### config.mk
export PLATFORM = sky130hd
export DESIGN_NAME = iso_datetime_text_parser_core
export DESIGN_NICKNAME = d
export VERILOG_FILES = /design/src/design/idtp_pkg.sv /design/src/design/idtp_front.sv /design/src/design/idtp_queue.sv /design/src/design/idtp_back.sv /design/src/design/iso_datetime_text_parser_core.sv
export SDC_FILE = /design/constraint.sdc
export NUM_CORES = 2
export LEC_CHECK = 0
export ABC_AREA = 1
export BUFFER_PORTS_ARGS = -buffer_cell sky130_fd_sc_hd__buf_2
export CORE_UTILIZATION = 47
export CTS_BUF_LIST = sky130_fd_sc_hd__clkbuf_8
export DETAILED_ROUTE_END_ITERATION = 7
export PLACE_DENSITY = 0.73
export SKIP_CTS_REPAIR_TIMING = 1
export SYNTH_ARGS = -nofsm -noshare
export SYNTH_HDL_FRONTEND = slang
export SYNTH_SLANG_ARGS = --single-unit
### constraint.sdc
create_clock -name clock -period 8.7 [get_ports clock]
set_input_delay 0.435 -clock clock [delete_from_list [all_inputs] [get_ports clock]]
set_output_delay 0.435 -clock clock [all_outputs]
set_load 0.02 [all_outputs]
### src/design/idtp_pkg.sv
`timescale 1ns / 1ps

package idtp_pkg;

   // field widths
   localparam int unsigned POS_W   = 5;
   localparam int unsigned YEAR_W  = 14;
   localparam int unsigned FIELD_W = 7;
   localparam int unsigned DAYS_W  = 23;
   localparam int unsigned SECS_W  = 17;
   localparam int unsigned VALUE_W = 39;
   localparam int unsigned MODE_W  = 2;
   localparam int unsigned CHAR_W  = 8;

   // string queue between front and back
   localparam int unsigned QUEUE_DEPTH = 4;
   localparam int unsigned QUEUE_PTR_W = $clog2(QUEUE_DEPTH);
   localparam int unsigned QUEUE_CNT_W = $clog2(QUEUE_DEPTH + 1);

   // format modes
   typedef enum logic [MODE_W-1:0] {
      MODE_DATE     = 2'd0,
      MODE_TIME     = 2'd1,
      MODE_DATETIME = 2'd2
   } mode_type;

   // register indexes
   localparam logic CSR_MIN_DAY_NUMBER = 1'b0;
   localparam logic CSR_MAX_DAY_NUMBER = 1'b1;

   localparam logic signed [DAYS_W-1:0] MIN_DAY_RESET = -23'sd719528;
   localparam logic signed [DAYS_W-1:0] MAX_DAY_RESET = 23'sd2932896;

   // calendar constants
   localparam int unsigned ERA_DAYS        = 146097;
   localparam int unsigned EPOCH_SHIFT     = 719468;
   localparam int unsigned EPOCH_OFFSET    = EPOCH_SHIFT + ERA_DAYS;
   localparam int unsigned DAYS_PER_YEAR   = 365;
   localparam int unsigned SECONDS_PER_DAY = 86400;
   localparam int unsigned SECONDS_PER_HR  = 3600;
   localparam int unsigned SECONDS_PER_MIN = 60;
   localparam int unsigned YEAR_SHIFT      = 400;

   // reciprocal of 25, exact for inputs below 4681
   localparam int unsigned RECIP_25       = 1311;
   localparam int unsigned RECIP_25_SHIFT = 15;

   // one finished string as handed from front to back
   typedef struct packed {
      logic [MODE_W-1:0]  mode;
      logic               shape_ok;
      logic [YEAR_W-1:0]  year;
      logic [FIELD_W-1:0] month;
      logic [FIELD_W-1:0] day;
      logic [FIELD_W-1:0] hour;
      logic [FIELD_W-1:0] minute;
      logic [FIELD_W-1:0] second;
   } string_rec_type;

   typedef struct packed {
      logic [QUEUE_CNT_W-1:0] count;
      logic                   full;
      logic                   empty;
   } queue_status_type;

   // floor(x / 25) by reciprocal multiply
   function automatic logic [6:0] div25(input logic [11:0] x);
      logic [22:0] prod;
      prod = 23'(x) * 23'(RECIP_25);
      return prod[RECIP_25_SHIFT+6:RECIP_25_SHIFT];
   endfunction

   // length of a month, zero for a month out of range
   function automatic logic [4:0] month_len(input logic [FIELD_W-1:0] month, input logic leap);
      logic [4:0] len;
      unique case (month) inside
         7'd1, 7'd3, 7'd5, 7'd7, 7'd8, 7'd10, 7'd12: len = 5'd31;
         7'd4, 7'd6, 7'd9, 7'd11:                   len = 5'd30;
         7'd2:                                      len = leap ? 5'd29 : 5'd28;
         default:                                   len = 5'd0;
      endcase
      return len;
   endfunction

   // days before the first of a month, year counted from march
   function automatic logic [8:0] days_before_month(input logic [FIELD_W-1:0] month);
      logic [8:0] d;
      unique case (month)
         7'd3:    d = 9'd0;
         7'd4:    d = 9'd31;
         7'd5:    d = 9'd61;
         7'd6:    d = 9'd92;
         7'd7:    d = 9'd122;
         7'd8:    d = 9'd153;
         7'd9:    d = 9'd184;
         7'd10:   d = 9'd214;
         7'd11:   d = 9'd245;
         7'd12:   d = 9'd275;
         7'd1:    d = 9'd306;
         7'd2:    d = 9'd337;
         default: d = 9'd0;
      endcase
      return d;
   endfunction

endpackage

### src/design/idtp_front.sv
`timescale 1ns / 1ps

module idtp_front (
   input  logic                        clock,
   input  logic                        reset,
   input  logic                        req_valid,
   output logic                        req_stall,
   input  logic [1:0]                  req_mode,
   input  logic [7:0]                  req_char_code,
   input  logic                        req_last,
   input  idtp_pkg::queue_status_type  queue_status,
   output logic                        push,
   output idtp_pkg::string_rec_type    push_rec
);
   import idtp_pkg::*;

   localparam logic [CHAR_W-1:0] CHAR_ZERO    = 8'h30;
   localparam logic [CHAR_W-1:0] CHAR_NINE    = 8'h39;
   localparam logic [CHAR_W-1:0] CHAR_DASH    = 8'h2D;
   localparam logic [CHAR_W-1:0] CHAR_COLON   = 8'h3A;
   localparam logic [CHAR_W-1:0] CHAR_SPACE   = 8'h20;
   localparam logic [CHAR_W-1:0] CHAR_UPPER_T = 8'h54;
   localparam logic [CHAR_W-1:0] CHAR_LOWER_T = 8'h74;
   localparam logic [POS_W-1:0]  POS_MAX      = '1;

   typedef enum logic [2:0] {
      SEL_NONE,
      SEL_YEAR,
      SEL_MONTH,
      SEL_DAY,
      SEL_HOUR,
      SEL_MINUTE,
      SEL_SECOND
   } field_sel_type;

   logic [POS_W-1:0]   pos_ff, pos_in, upd_pos;
   logic               failed_ff, failed_in, upd_failed;
   logic [YEAR_W-1:0]  year_ff, year_in, upd_year;
   logic [FIELD_W-1:0] month_ff, month_in, upd_month;
   logic [FIELD_W-1:0] day_ff, day_in, upd_day;
   logic [FIELD_W-1:0] hour_ff, hour_in, upd_hour;
   logic [FIELD_W-1:0] minute_ff, minute_in, upd_minute;
   logic [FIELD_W-1:0] second_ff, second_in, upd_second;

   logic               accept;
   logic               char_is_num;
   logic [CHAR_W-1:0]  digit_full;
   logic [3:0]         digit;
   logic               in_date, in_time, in_sep;
   logic [POS_W-1:0]   time_pos_full;
   logic [2:0]         time_pos;
   logic               char_good;
   field_sel_type      sel;
   logic               len_ok;

   function automatic logic [FIELD_W-1:0] push7(input logic [FIELD_W-1:0] acc,
                                               input logic [3:0] dig);
      return FIELD_W'({acc, 3'b000} + {acc, 1'b0} + FIELD_W'(dig));
   endfunction

   function automatic logic [YEAR_W-1:0] push14(input logic [YEAR_W-1:0] acc,
                                               input logic [3:0] dig);
      return YEAR_W'({acc, 3'b000} + {acc, 1'b0} + YEAR_W'(dig));
   endfunction

   assign accept    = req_valid && !queue_status.full;
   assign req_stall = queue_status.full;

   // character class
   assign char_is_num = (req_char_code >= CHAR_ZERO) && (req_char_code <= CHAR_NINE);
   assign digit_full  = req_char_code - CHAR_ZERO;
   assign digit       = digit_full[3:0];

   // which part of the layout this position belongs to
   always_comb begin
      in_date       = 1'b0;
      in_time       = 1'b0;
      in_sep        = 1'b0;
      time_pos_full = pos_ff;
      unique case (mode_type'(req_mode))
         MODE_DATE: begin
            in_date = pos_ff < 5'd10;
         end
         MODE_TIME: begin
            in_time = pos_ff < 5'd8;
         end
         MODE_DATETIME: begin
            in_date       = pos_ff < 5'd10;
            in_sep        = pos_ff == 5'd10;
            in_time       = (pos_ff >= 5'd11) && (pos_ff < 5'd19);
            time_pos_full = pos_ff - 5'd11;
         end
         default: begin
            in_date = 1'b0;
         end
      endcase
   end

   assign time_pos = time_pos_full[2:0];

   // layout check and digit routing
   always_comb begin
      char_good = 1'b0;
      sel       = SEL_NONE;
      if (in_date) begin
         if (pos_ff == 5'd4 || pos_ff == 5'd7) begin
            char_good = req_char_code == CHAR_DASH;
         end else begin
            char_good = char_is_num;
            if (char_is_num) begin
               if (pos_ff < 5'd4) sel = SEL_YEAR;
               else if (pos_ff < 5'd7) sel = SEL_MONTH;
               else sel = SEL_DAY;
            end
         end
      end else if (in_time) begin
         if (time_pos == 3'd2 || time_pos == 3'd5) begin
            char_good = req_char_code == CHAR_COLON;
         end else begin
            char_good = char_is_num;
            if (char_is_num) begin
               if (time_pos < 3'd2) sel = SEL_HOUR;
               else if (time_pos < 3'd5) sel = SEL_MINUTE;
               else sel = SEL_SECOND;
            end
         end
      end else if (in_sep) begin
         char_good = (req_char_code == CHAR_SPACE) || (req_char_code == CHAR_UPPER_T) ||
                     (req_char_code == CHAR_LOWER_T);
      end
   end

   // state after this character
   always_comb begin
      upd_year   = year_ff;
      upd_month  = month_ff;
      upd_day    = day_ff;
      upd_hour   = hour_ff;
      upd_minute = minute_ff;
      upd_second = second_ff;
      case (sel)
         SEL_YEAR:   upd_year   = push14(year_ff, digit);
         SEL_MONTH:  upd_month  = push7(month_ff, digit);
         SEL_DAY:    upd_day    = push7(day_ff, digit);
         SEL_HOUR:   upd_hour   = push7(hour_ff, digit);
         SEL_MINUTE: upd_minute = push7(minute_ff, digit);
         SEL_SECOND: upd_second = push7(second_ff, digit);
         default:    upd_year   = year_ff;
      endcase
      upd_failed = failed_ff || !char_good;
      upd_pos    = (pos_ff == POS_MAX) ? pos_ff : pos_ff + 1'b1;
   end

   // string length against the mode of the last character
   always_comb begin
      unique case (mode_type'(req_mode))
         MODE_DATE:     len_ok = upd_pos == 5'd10;
         MODE_TIME:     len_ok = (upd_pos == 5'd5) || (upd_pos == 5'd8);
         MODE_DATETIME: len_ok = (upd_pos == 5'd16) || (upd_pos == 5'd19);
         default:       len_ok = 1'b0;
      endcase
   end

   // finished string towards the queue
   assign push              = accept && req_last;
   assign push_rec.mode     = req_mode;
   assign push_rec.shape_ok = len_ok && !upd_failed;
   assign push_rec.year     = upd_year;
   assign push_rec.month    = upd_month;
   assign push_rec.day      = upd_day;
   assign push_rec.hour     = upd_hour;
   assign push_rec.minute   = upd_minute;
   assign push_rec.second   = upd_second;

   // next per-string state, cleared after the last character
   always_comb begin
      pos_in    = pos_ff;
      failed_in = failed_ff;
      year_in   = year_ff;
      month_in  = month_ff;
      day_in    = day_ff;
      hour_in   = hour_ff;
      minute_in = minute_ff;
      second_in = second_ff;
      if (accept) begin
         if (req_last) begin
            pos_in    = '0;
            failed_in = 1'b0;
            year_in   = '0;
            month_in  = '0;
            day_in    = '0;
            hour_in   = '0;
            minute_in = '0;
            second_in = '0;
         end else begin
            pos_in    = upd_pos;
            failed_in = upd_failed;
            year_in   = upd_year;
            month_in  = upd_month;
            day_in    = upd_day;
            hour_in   = upd_hour;
            minute_in = upd_minute;
            second_in = upd_second;
         end
      end
   end

   always_ff @(posedge clock) begin
      if (reset) begin
         pos_ff    <= '0;
         failed_ff <= 1'b0;
         year_ff   <= '0;
         month_ff  <= '0;
         day_ff    <= '0;
         hour_ff   <= '0;
         minute_ff <= '0;
         second_ff <= '0;
      end else begin
         pos_ff    <= pos_in;
         failed_ff <= failed_in;
         year_ff   <= year_in;
         month_ff  <= month_in;
         day_ff    <= day_in;
         hour_ff   <= hour_in;
         minute_ff <= minute_in;
         second_ff <= second_in;
      end
   end

endmodule

### src/design/idtp_queue.sv
`timescale 1ns / 1ps

module idtp_queue (
   input  logic                        clock,
   input  logic                        reset,
   input  logic                        push,
   input  idtp_pkg::string_rec_type    push_rec,
   input  logic                        pop,
   output idtp_pkg::string_rec_type    head_rec,
   output idtp_pkg::queue_status_type  status
);
   import idtp_pkg::*;

   string_rec_type         entry_ff [QUEUE_DEPTH];
   logic [QUEUE_PTR_W-1:0] wr_ptr_ff, wr_ptr_in;
   logic [QUEUE_PTR_W-1:0] rd_ptr_ff, rd_ptr_in;
   logic [QUEUE_CNT_W-1:0] count_ff, count_in;

   localparam logic [QUEUE_PTR_W-1:0] PTR_LAST = QUEUE_PTR_W'(QUEUE_DEPTH - 1);

   assign status.count = count_ff;
   assign status.full  = count_ff == QUEUE_CNT_W'(QUEUE_DEPTH);
   assign status.empty = count_ff == '0;
   assign head_rec     = entry_ff[rd_ptr_ff];

   // pointer and fill count
   always_comb begin
      wr_ptr_in = wr_ptr_ff;
      rd_ptr_in = rd_ptr_ff;
      count_in  = count_ff;
      if (push) begin
         wr_ptr_in = (wr_ptr_ff == PTR_LAST) ? '0 : wr_ptr_ff + 1'b1;
      end
      if (pop) begin
         rd_ptr_in = (rd_ptr_ff == PTR_LAST) ? '0 : rd_ptr_ff + 1'b1;
      end
      if (push && !pop) count_in = count_ff + 1'b1;
      else if (pop && !push) count_in = count_ff - 1'b1;
   end

   always_ff @(posedge clock) begin
      if (reset) begin
         wr_ptr_ff <= '0;
         rd_ptr_ff <= '0;
         count_ff  <= '0;
      end else begin
         wr_ptr_ff <= wr_ptr_in;
         rd_ptr_ff <= rd_ptr_in;
         count_ff  <= count_in;
      end
   end

   // storage
   always_ff @(posedge clock) begin
      if (push) begin
         entry_ff[wr_ptr_ff] <= push_rec;
      end
   end

endmodule

### src/design/idtp_back.sv
`timescale 1ns / 1ps

module idtp_back (
   input  logic                        clock,
   input  logic                        reset,
   input  logic                        csr_write_enable,
   input  logic                        csr_index,
   input  logic [22:0]                 csr_write_data,
   input  idtp_pkg::string_rec_type    head_rec,
   input  idtp_pkg::queue_status_type  queue_status,
   output logic                        pop,
   output logic                        rsp_valid,
   input  logic                        rsp_stall,
   output logic                        rsp_valid_res,
   output logic signed [38:0]          rsp_value
);
   import idtp_pkg::*;

   typedef struct packed {
      logic [MODE_W-1:0]  mode;
      logic               shape_ok;
      logic               tm_ok;
      logic [SECS_W-1:0]  secs;
      logic [YEAR_W-1:0]  year;
      logic [FIELD_W-1:0] month;
      logic [FIELD_W-1:0] day;
      logic [6:0]         qy4;
      logic [6:0]         qy16;
      logic [YEAR_W-1:0]  ys;
      logic [6:0]         qys4;
      logic [6:0]         qys16;
      logic [8:0]         doy;
   } s2_type;

   typedef struct packed {
      logic [MODE_W-1:0]  mode;
      logic               shape_ok;
      logic               tm_ok;
      logic               date_ok;
      logic [SECS_W-1:0]  secs;
      logic [DAYS_W-1:0]  days;
   } s3_type;

   logic signed [DAYS_W-1:0] min_day_ff, max_day_ff;

   logic            advance;
   logic            s1_valid_ff, s2_valid_ff, s3_valid_ff;
   string_rec_type  s1_ff;
   s2_type          s2_ff, s2_in;
   s3_type          s3_ff, s3_in;
   logic            rsp_valid_ff;
   logic            rsp_valid_res_ff, rsp_valid_res_in;
   logic [VALUE_W-1:0] rsp_value_ff, rsp_value_in;

   logic [YEAR_W:0]    ys_wide;
   logic [18:0]        secs_wide;
   logic [8:0]         cum_days;
   logic [11:0]        y4, ys4;
   logic [11:0]        y16, ys16;
   logic               leap;
   logic [4:0]         dim;
   logic [24:0]        days_wide;
   logic               in_bounds;
   logic [VALUE_W-1:0] days_ext;
   logic [VALUE_W-1:0] epoch;

   // whole pipe moves when the result register is free or being taken
   assign advance = !rsp_valid_ff || !rsp_stall;
   assign pop     = advance && !queue_status.empty;

   // bound registers
   always_ff @(posedge clock) begin
      if (reset) begin
         min_day_ff <= MIN_DAY_RESET;
         max_day_ff <= MAX_DAY_RESET;
      end else if (csr_write_enable) begin
         if (csr_index == CSR_MIN_DAY_NUMBER) min_day_ff <= csr_write_data;
         else if (csr_index == CSR_MAX_DAY_NUMBER) max_day_ff <= csr_write_data;
      end
   end

   // stage 2: shifted year, quotients by 25, day of year, time of day
   always_comb begin
      ys_wide  = (YEAR_W + 1)'(s1_ff.year) + (YEAR_W + 1)'(YEAR_SHIFT) -
                 ((s1_ff.month <= 7'd2) ? 15'd1 : 15'd0);
      y4       = s1_ff.year[YEAR_W-1:2];
      y16      = {2'b00, s1_ff.year[YEAR_W-1:4]};
      ys4      = ys_wide[YEAR_W-1:2];
      ys16     = {2'b00, ys_wide[YEAR_W-1:4]};
      cum_days = days_before_month(s1_ff.month);
      secs_wide = 19'(s1_ff.hour) * 19'(SECONDS_PER_HR) +
                  19'(s1_ff.minute) * 19'(SECONDS_PER_MIN) + 19'(s1_ff.second);

      s2_in.mode     = s1_ff.mode;
      s2_in.shape_ok = s1_ff.shape_ok;
      s2_in.tm_ok    = (s1_ff.hour <= 7'd23) && (s1_ff.minute <= 7'd59) &&
                       (s1_ff.second <= 7'd59);
      s2_in.secs     = secs_wide[SECS_W-1:0];
      s2_in.year     = s1_ff.year;
      s2_in.month    = s1_ff.month;
      s2_in.day      = s1_ff.day;
      s2_in.qy4      = div25(y4);
      s2_in.qy16     = div25(y16);
      s2_in.ys       = ys_wide[YEAR_W-1:0];
      s2_in.qys4     = div25(ys4);
      s2_in.qys16    = div25(ys16);
      s2_in.doy      = cum_days + {2'b00, s1_ff.day} - 9'd1;
   end

   // stage 3: leap rule, day within month, day count
   always_comb begin
      leap = ((s2_ff.year[1:0] == 2'b00) &&
              (12'(s2_ff.qy4) * 12'd25 != s2_ff.year[YEAR_W-1:2])) ||
             ((s2_ff.year[3:0] == 4'b0000) &&
              (12'(s2_ff.qy16) * 12'd25 == {2'b00, s2_ff.year[YEAR_W-1:4]}));
      dim  = month_len(s2_ff.month, leap);
      days_wide = 25'(s2_ff.ys) * 25'(DAYS_PER_YEAR) + 25'(s2_ff.ys[YEAR_W-1:2]) -
                  25'(s2_ff.qys4) + 25'(s2_ff.qys16) + 25'(s2_ff.doy) -
                  25'(EPOCH_OFFSET);

      s3_in.mode     = s2_ff.mode;
      s3_in.shape_ok = s2_ff.shape_ok;
      s3_in.tm_ok    = s2_ff.tm_ok;
      s3_in.date_ok  = (s2_ff.month >= 7'd1) && (s2_ff.month <= 7'd12) &&
                       (s2_ff.day >= 7'd1) && (s2_ff.day <= 7'(dim));
      s3_in.secs     = s2_ff.secs;
      s3_in.days     = days_wide[DAYS_W-1:0];
   end

   // result stage: bounds, value by mode
   always_comb begin
      in_bounds = ($signed(s3_ff.days) >= min_day_ff) && ($signed(s3_ff.days) <= max_day_ff);
      days_ext  = {{(VALUE_W - DAYS_W){s3_ff.days[DAYS_W-1]}}, s3_ff.days};
      epoch     = days_ext * VALUE_W'(SECONDS_PER_DAY) + VALUE_W'(s3_ff.secs);
      unique case (mode_type'(s3_ff.mode))
         MODE_DATE: begin
            rsp_valid_res_in = s3_ff.shape_ok && s3_ff.date_ok && in_bounds;
            rsp_value_in     = days_ext;
         end
         MODE_TIME: begin
            rsp_valid_res_in = s3_ff.shape_ok && s3_ff.tm_ok;
            rsp_value_in     = VALUE_W'(s3_ff.secs);
         end
         MODE_DATETIME: begin
            rsp_valid_res_in = s3_ff.shape_ok && s3_ff.date_ok && in_bounds && s3_ff.tm_ok;
            rsp_value_in     = epoch;
         end
         default: begin
            rsp_valid_res_in = 1'b0;
            rsp_value_in     = '0;
         end
      endcase
      if (!rsp_valid_res_in) rsp_value_in = '0;
   end

   // stage valids
   always_ff @(posedge clock) begin
      if (reset) begin
         s1_valid_ff  <= 1'b0;
         s2_valid_ff  <= 1'b0;
         s3_valid_ff  <= 1'b0;
         rsp_valid_ff <= 1'b0;
      end else if (advance) begin
         s1_valid_ff  <= !queue_status.empty;
         s2_valid_ff  <= s1_valid_ff;
         s3_valid_ff  <= s2_valid_ff;
         rsp_valid_ff <= s3_valid_ff;
      end
   end

   // stage payloads
   always_ff @(posedge clock) begin
      if (advance) begin
         s1_ff            <= head_rec;
         s2_ff            <= s2_in;
         s3_ff            <= s3_in;
         rsp_valid_res_ff <= rsp_valid_res_in;
         rsp_value_ff     <= rsp_value_in;
      end
   end

   assign rsp_valid     = rsp_valid_ff;
   assign rsp_valid_res = rsp_valid_res_ff;
   assign rsp_value     = $signed(rsp_value_ff);

endmodule

### src/design/iso_datetime_text_parser_core.sv
`timescale 1ns / 1ps

// channel   direction  handshake             payload
// req       in         req_valid/req_stall   req_mode[1:0] req_char_code[7:0] req_last
// rsp       out        rsp_valid/rsp_stall   rsp_valid_res rsp_value[38:0] signed
// csr       in         csr_write_enable      csr_index csr_write_data[22:0]
//
// One character is taken every cycle while req_stall is low; each string gives one result
// after its last character. The string then passes the queue, an input register, two
// arithmetic stages (year quotients, then day count) and a stage for bound check and x86400.
// A four-entry string queue sits between the character front and the arithmetic pipe, so
// characters keep flowing while rsp_stall holds; req_stall rises only when the queue is full.
// Synchronous reset clears string state, queue and pipe, and opens the day bounds fully.

module iso_datetime_text_parser_core (
   input  logic                clock,
   input  logic                reset,
   input  logic                req_valid,
   output logic                req_stall,
   input  logic [1:0]          req_mode,
   input  logic [7:0]          req_char_code,
   input  logic                req_last,
   output logic                rsp_valid,
   input  logic                rsp_stall,
   output logic                rsp_valid_res,
   output logic signed [38:0]  rsp_value,
   input  logic                csr_write_enable,
   input  logic                csr_index,
   input  logic [22:0]         csr_write_data
);
   import idtp_pkg::*;

   queue_status_type queue_status;
   string_rec_type   push_rec;
   string_rec_type   head_rec;
   logic             push;
   logic             pop;

   // character front
   idtp_front u_front (
      .clock         (clock),
      .reset         (reset),
      .req_valid     (req_valid),
      .req_stall     (req_stall),
      .req_mode      (req_mode),
      .req_char_code (req_char_code),
      .req_last      (req_last),
      .queue_status  (queue_status),
      .push          (push),
      .push_rec      (push_rec)
   );

   // finished strings waiting for the back
   idtp_queue u_queue (
      .clock    (clock),
      .reset    (reset),
      .push     (push),
      .push_rec (push_rec),
      .pop      (pop),
      .head_rec (head_rec),
      .status   (queue_status)
   );

   // range checks and conversion
   idtp_back u_back (
      .clock            (clock),
      .reset            (reset),
      .csr_write_enable (csr_write_enable),
      .csr_index        (csr_index),
      .csr_write_data   (csr_write_data),
      .head_rec         (head_rec),
      .queue_status     (queue_status),
      .pop              (pop),
      .rsp_valid        (rsp_valid),
      .rsp_stall        (rsp_stall),
      .rsp_valid_res    (rsp_valid_res),
      .rsp_value        (rsp_value)
   );

   // a failed string reports zero
   assert property (@(posedge clock) disable iff (reset)
      rsp_valid && !rsp_valid_res |-> rsp_value == '0)
      else $error("invalid result with non-zero value");

   // a finished string is held in the queue on the next cycle
   assert property (@(posedge clock) disable iff (reset)
      push |=> !queue_status.empty)
      else $error("finished string lost from queue");

   // fill count stays within the depth
   assert property (@(posedge clock) disable iff (reset)
      queue_status.count <= QUEUE_CNT_W'(QUEUE_DEPTH))
      else $error("queue count beyond depth");

   // back never takes from an empty queue
   assert property (@(posedge clock) disable iff (reset)
      !(pop && queue_status.empty))
      else $error("pop from empty queue");

endmodule
==> impl_metrics.py <==
metrics = {
    "worst_hold_path": {
        "worstHoldPathCells": 3,
        "hp-start": "csr_write_data[0]",
        "hold_class": "input port to flip-flop",
        "holdPathEnd": "u_back.min_day_ff[0]",
    },
    "setup_path": {
        "cp.buffers_inverters": 7,
        "crit_top_cell": "inv_1",
        "slowest_stage": "fa_1",
        "crit_path_end_kind": "flip-flop",
        "crit_required_ns": 9.18,
        "cp_top_family": "adder cells",
        "critPathLaunchType": "flip-flop",
        "arrival_ns": 8.43,
        "rr_worst_depth": 34,
        "crit_type": "flip-flop to flip-flop",
        "worstPathMaxFanout": 10,
        "r2r_end": "u_back.s2_ff[12]",
        "ff2ff_setup_slack_ns": 0.75,
        "slowest_delay_ns": 0.55,
        "r2r_start": "u_back.s1_ff[30]",
    },
    "yosys": {
        "yosys_warnings": 0,
        "synth.mux.area_fraction_pct": 0,
        "synth_top_family_by_area": "adder cells",
        "synth_area_leaders": "edfxtp_1 (28%), ha_1 (20%), fa_1 (13%)",
        "synthesis.nets": 6125,
        "post_synth_num_cell_types": 65,
        "yosysMostFrequentCell": "inv_1",
        "synth.cell_area_sq_um": 46970,
        "yosysTopAreaCell": "edfxtp_1",
        "synthXorXnorAreaFrac_pct": 3.375,
        "synthTopCellsByCount": "inv_1 (1033), ha_1 (743), nand2_1 (731)",
        "postSynthCellCount": 5031,
        "yosysSeqAreaShare_pct": 33.10,
        "synth-edff-count": 443,
        "synth-adder-area-share_pct": 33.05,
        "synthDominantCellAreaShare_pct": 28.32,
        "async_flop_share_pct": 0,
        "synthSimpleGateAreaFrac_pct": 12.29,
        "synth_seq_cells": 555,
        "synthFlopType": "edfxtp_1",
        "syn_area_per_cell_sq_um": 9.336,
        "synth_compound_area_share_pct": 9.084,
    },
    "clocking": {
        "numCtsBuffers": 96,
        "htreeDepth": 3,
        "path_clk_slew_ns": 0.06,
        "clkLatencyLatePin_ns": 0.78,
        "ctsRootBufferMaster": "clkbuf_8",
        "clock_sinks": 555,
        "cts_tree": "yes",
        "clockBufferDepth": 3,
    },
    "sta": {
        "relSlewSlack_pct": 28.72,
        "finalSetupViolCount": 0,
        "slew_violations": 0,
        "finalClockSkew_ns": 0.07283,
        "setup_tns_ns": 0,
        "period_share_pct": 91.38,
        "tightest_slew_ns": 1.066,
        "timing.final.hold_violations": 0,
        "fin_crit_ns": 7.950,
        "rsz0062_at_grt": "no",
        "fmax_mhz": 125.8,
    },
    "cells_and_area": {
        "final_nets": 6273,
        "drive_above_1_share_pct": 6.238,
        "syn_to_final_growth_pct": 8.996,
    },
    "detailed_routing": {
        "num_vias": 33714,
        "ant_nets": 0,
        "first_pass_iters": 6,
        "wirelength_mm": 105.6,
        "drc": 0,
        "drt_iter0_markers": 1887,
        "post_drt_wl_per_cell_um": 16.13,
        "viasPerCell": 5.150,
    },
    "global_route": {
        "overflow": 0,
        "grt_max_degree": 152,
        "antenna_found_initial": 2,
        "grt_usage_pct": 21.09,
        "grt_pass1_wl_mm": 171.9,
        "grt_pass1_vias": 33827,
    },
    "placement": {
        "dp_hpwl_mm": 81.39,
        "portBuffers": 81,
        "place.gp.congestion": 0.9280,
    },
    "floorplan": {
        "die_w_um": 318.1,
        "dieArea_sq_um": 101200,
        "pin_count": 82,
        "coreArea_sq_um": 98710,
        "die_y_um": 318.1,
        "start_util_pct": 47.59,
        "rows": 115,
    },
    "outcome": {
        "status": "completed",
    },
    "flow_run": {
        "cap_violations": 0,
    },
}
## worst max-delay path by stage
stage / startpoint / end / slack [ns] / depth (start not counted)
final: u_back.s1_ff[30] / u_back.s2_ff[12] / 0.75 / 34
after global routing: u_back.s1_ff[31] / u_back.s2_ff[12] / 0.24 / 34
after CTS: u_back.s1_ff[30] / u_back.s2_ff[12] / 0.82 / 34
after detailed placement: u_back.s1_ff[30] / u_back.s2_ff[12] / 0.92 / 34
after global placement: u_back.s1_ff[32] / u_back.s2_ff[12] / 0.92 / 35
after floorplan: rsp_stall / u_queue.count_ff[1] / 1.00 / 7
## routing by layer
metal	GRT usage [%]	wire length [um]	vias up	part of all wire, %
li1	-	-	16843	-
met1	26.24	46030	16129	44
met2	37.98	53260	591	50
met3	2.983	3884	151	3.7
met4	5.840	2408	0	2.3
met5	0	0	-	0
## registers in the layout, indices dropped and copies added (netlist names), 2 cells and up
signal and count:
u_front.day_ff 7, u_front.pos_ff 5, u_front.hour_ff 7, u_queue.count_ff 3, u_back.max_day_ff 23, u_front.month_ff 7, u_back.s1_ff 52, u_back.min_day_ff 23
u_front.second_ff 7, u_queue.wr_ptr_ff 2, u_back.s2_ff 98, u_back.rsp_value 39, u_front.year_ff 14, u_front.minute_ff 7, u_queue.rd_ptr_ff 2, u_back.s3_ff 22
u_back.days_ext 23, u_queue.entry_ff 208
## layout by cell type, fill, tap and decap left out, types with 109 or more instances in the layout
cell type / netlist / routed
a21oi_1: 304 / 304
fa_1: 311 / 311
o21ai_0: 253 / 253
dfxtp_1: 112 / 111
nand3_1: 169 / 169
inv_1: 1033 / 1061
xor2_1: 118 / 118
ha_1: 743 / 743
nand2_1: 731 / 730
nor2_1: 295 / 290
clkbuf_8: 0 / 109
edfxtp_1: 443 / 443
## final cells by class
cell class,instances,area [sq um]
inverters,1045,3925
repair buffers,131,840.8
flip-flops and latches,555,15550
diodes,1,2.502
well taps,1287,1610
clock buffers,109,1500
multi-input cells,3350,27190
clock inverters,68,578.1
fillers,8860,47510
## tightest hold or removal path: stages
cell and delay, ns:
buf_2 0.14, nor2_1 0.11, nor2_1 0.05
## stage by stage
stage	instance area, sq um	util [%]	cells	worst slack (ns)	hold WS, ns
6_report	51200	51.87	6546	0.7496	0.04924
5_1_grt	51200	51.87	6546	0.2396	0.005035
4_1_cts	51000	51.67	6526	0.8174	-0.1282
3_5_place_dp	48920	49.57	6349	0.9235	0.4045
3_3_place_gp	48920	49.57	6349	0.9216	0.4014
2_1_floorplan	46970	-	5031	1.002	0.4003
## logic make-up after synthesis
logic type	after synthesis
adders and majority gates	1054
xor gates and xnor gates	181
buffers and inverters	1126
AOI/OAI and AO/OA	760
DFF	555
and+or+nand+nor	1355
Power is not shown: default switching activity piles up to over one toggle a cycle in this logic, so the estimate is an artifact.
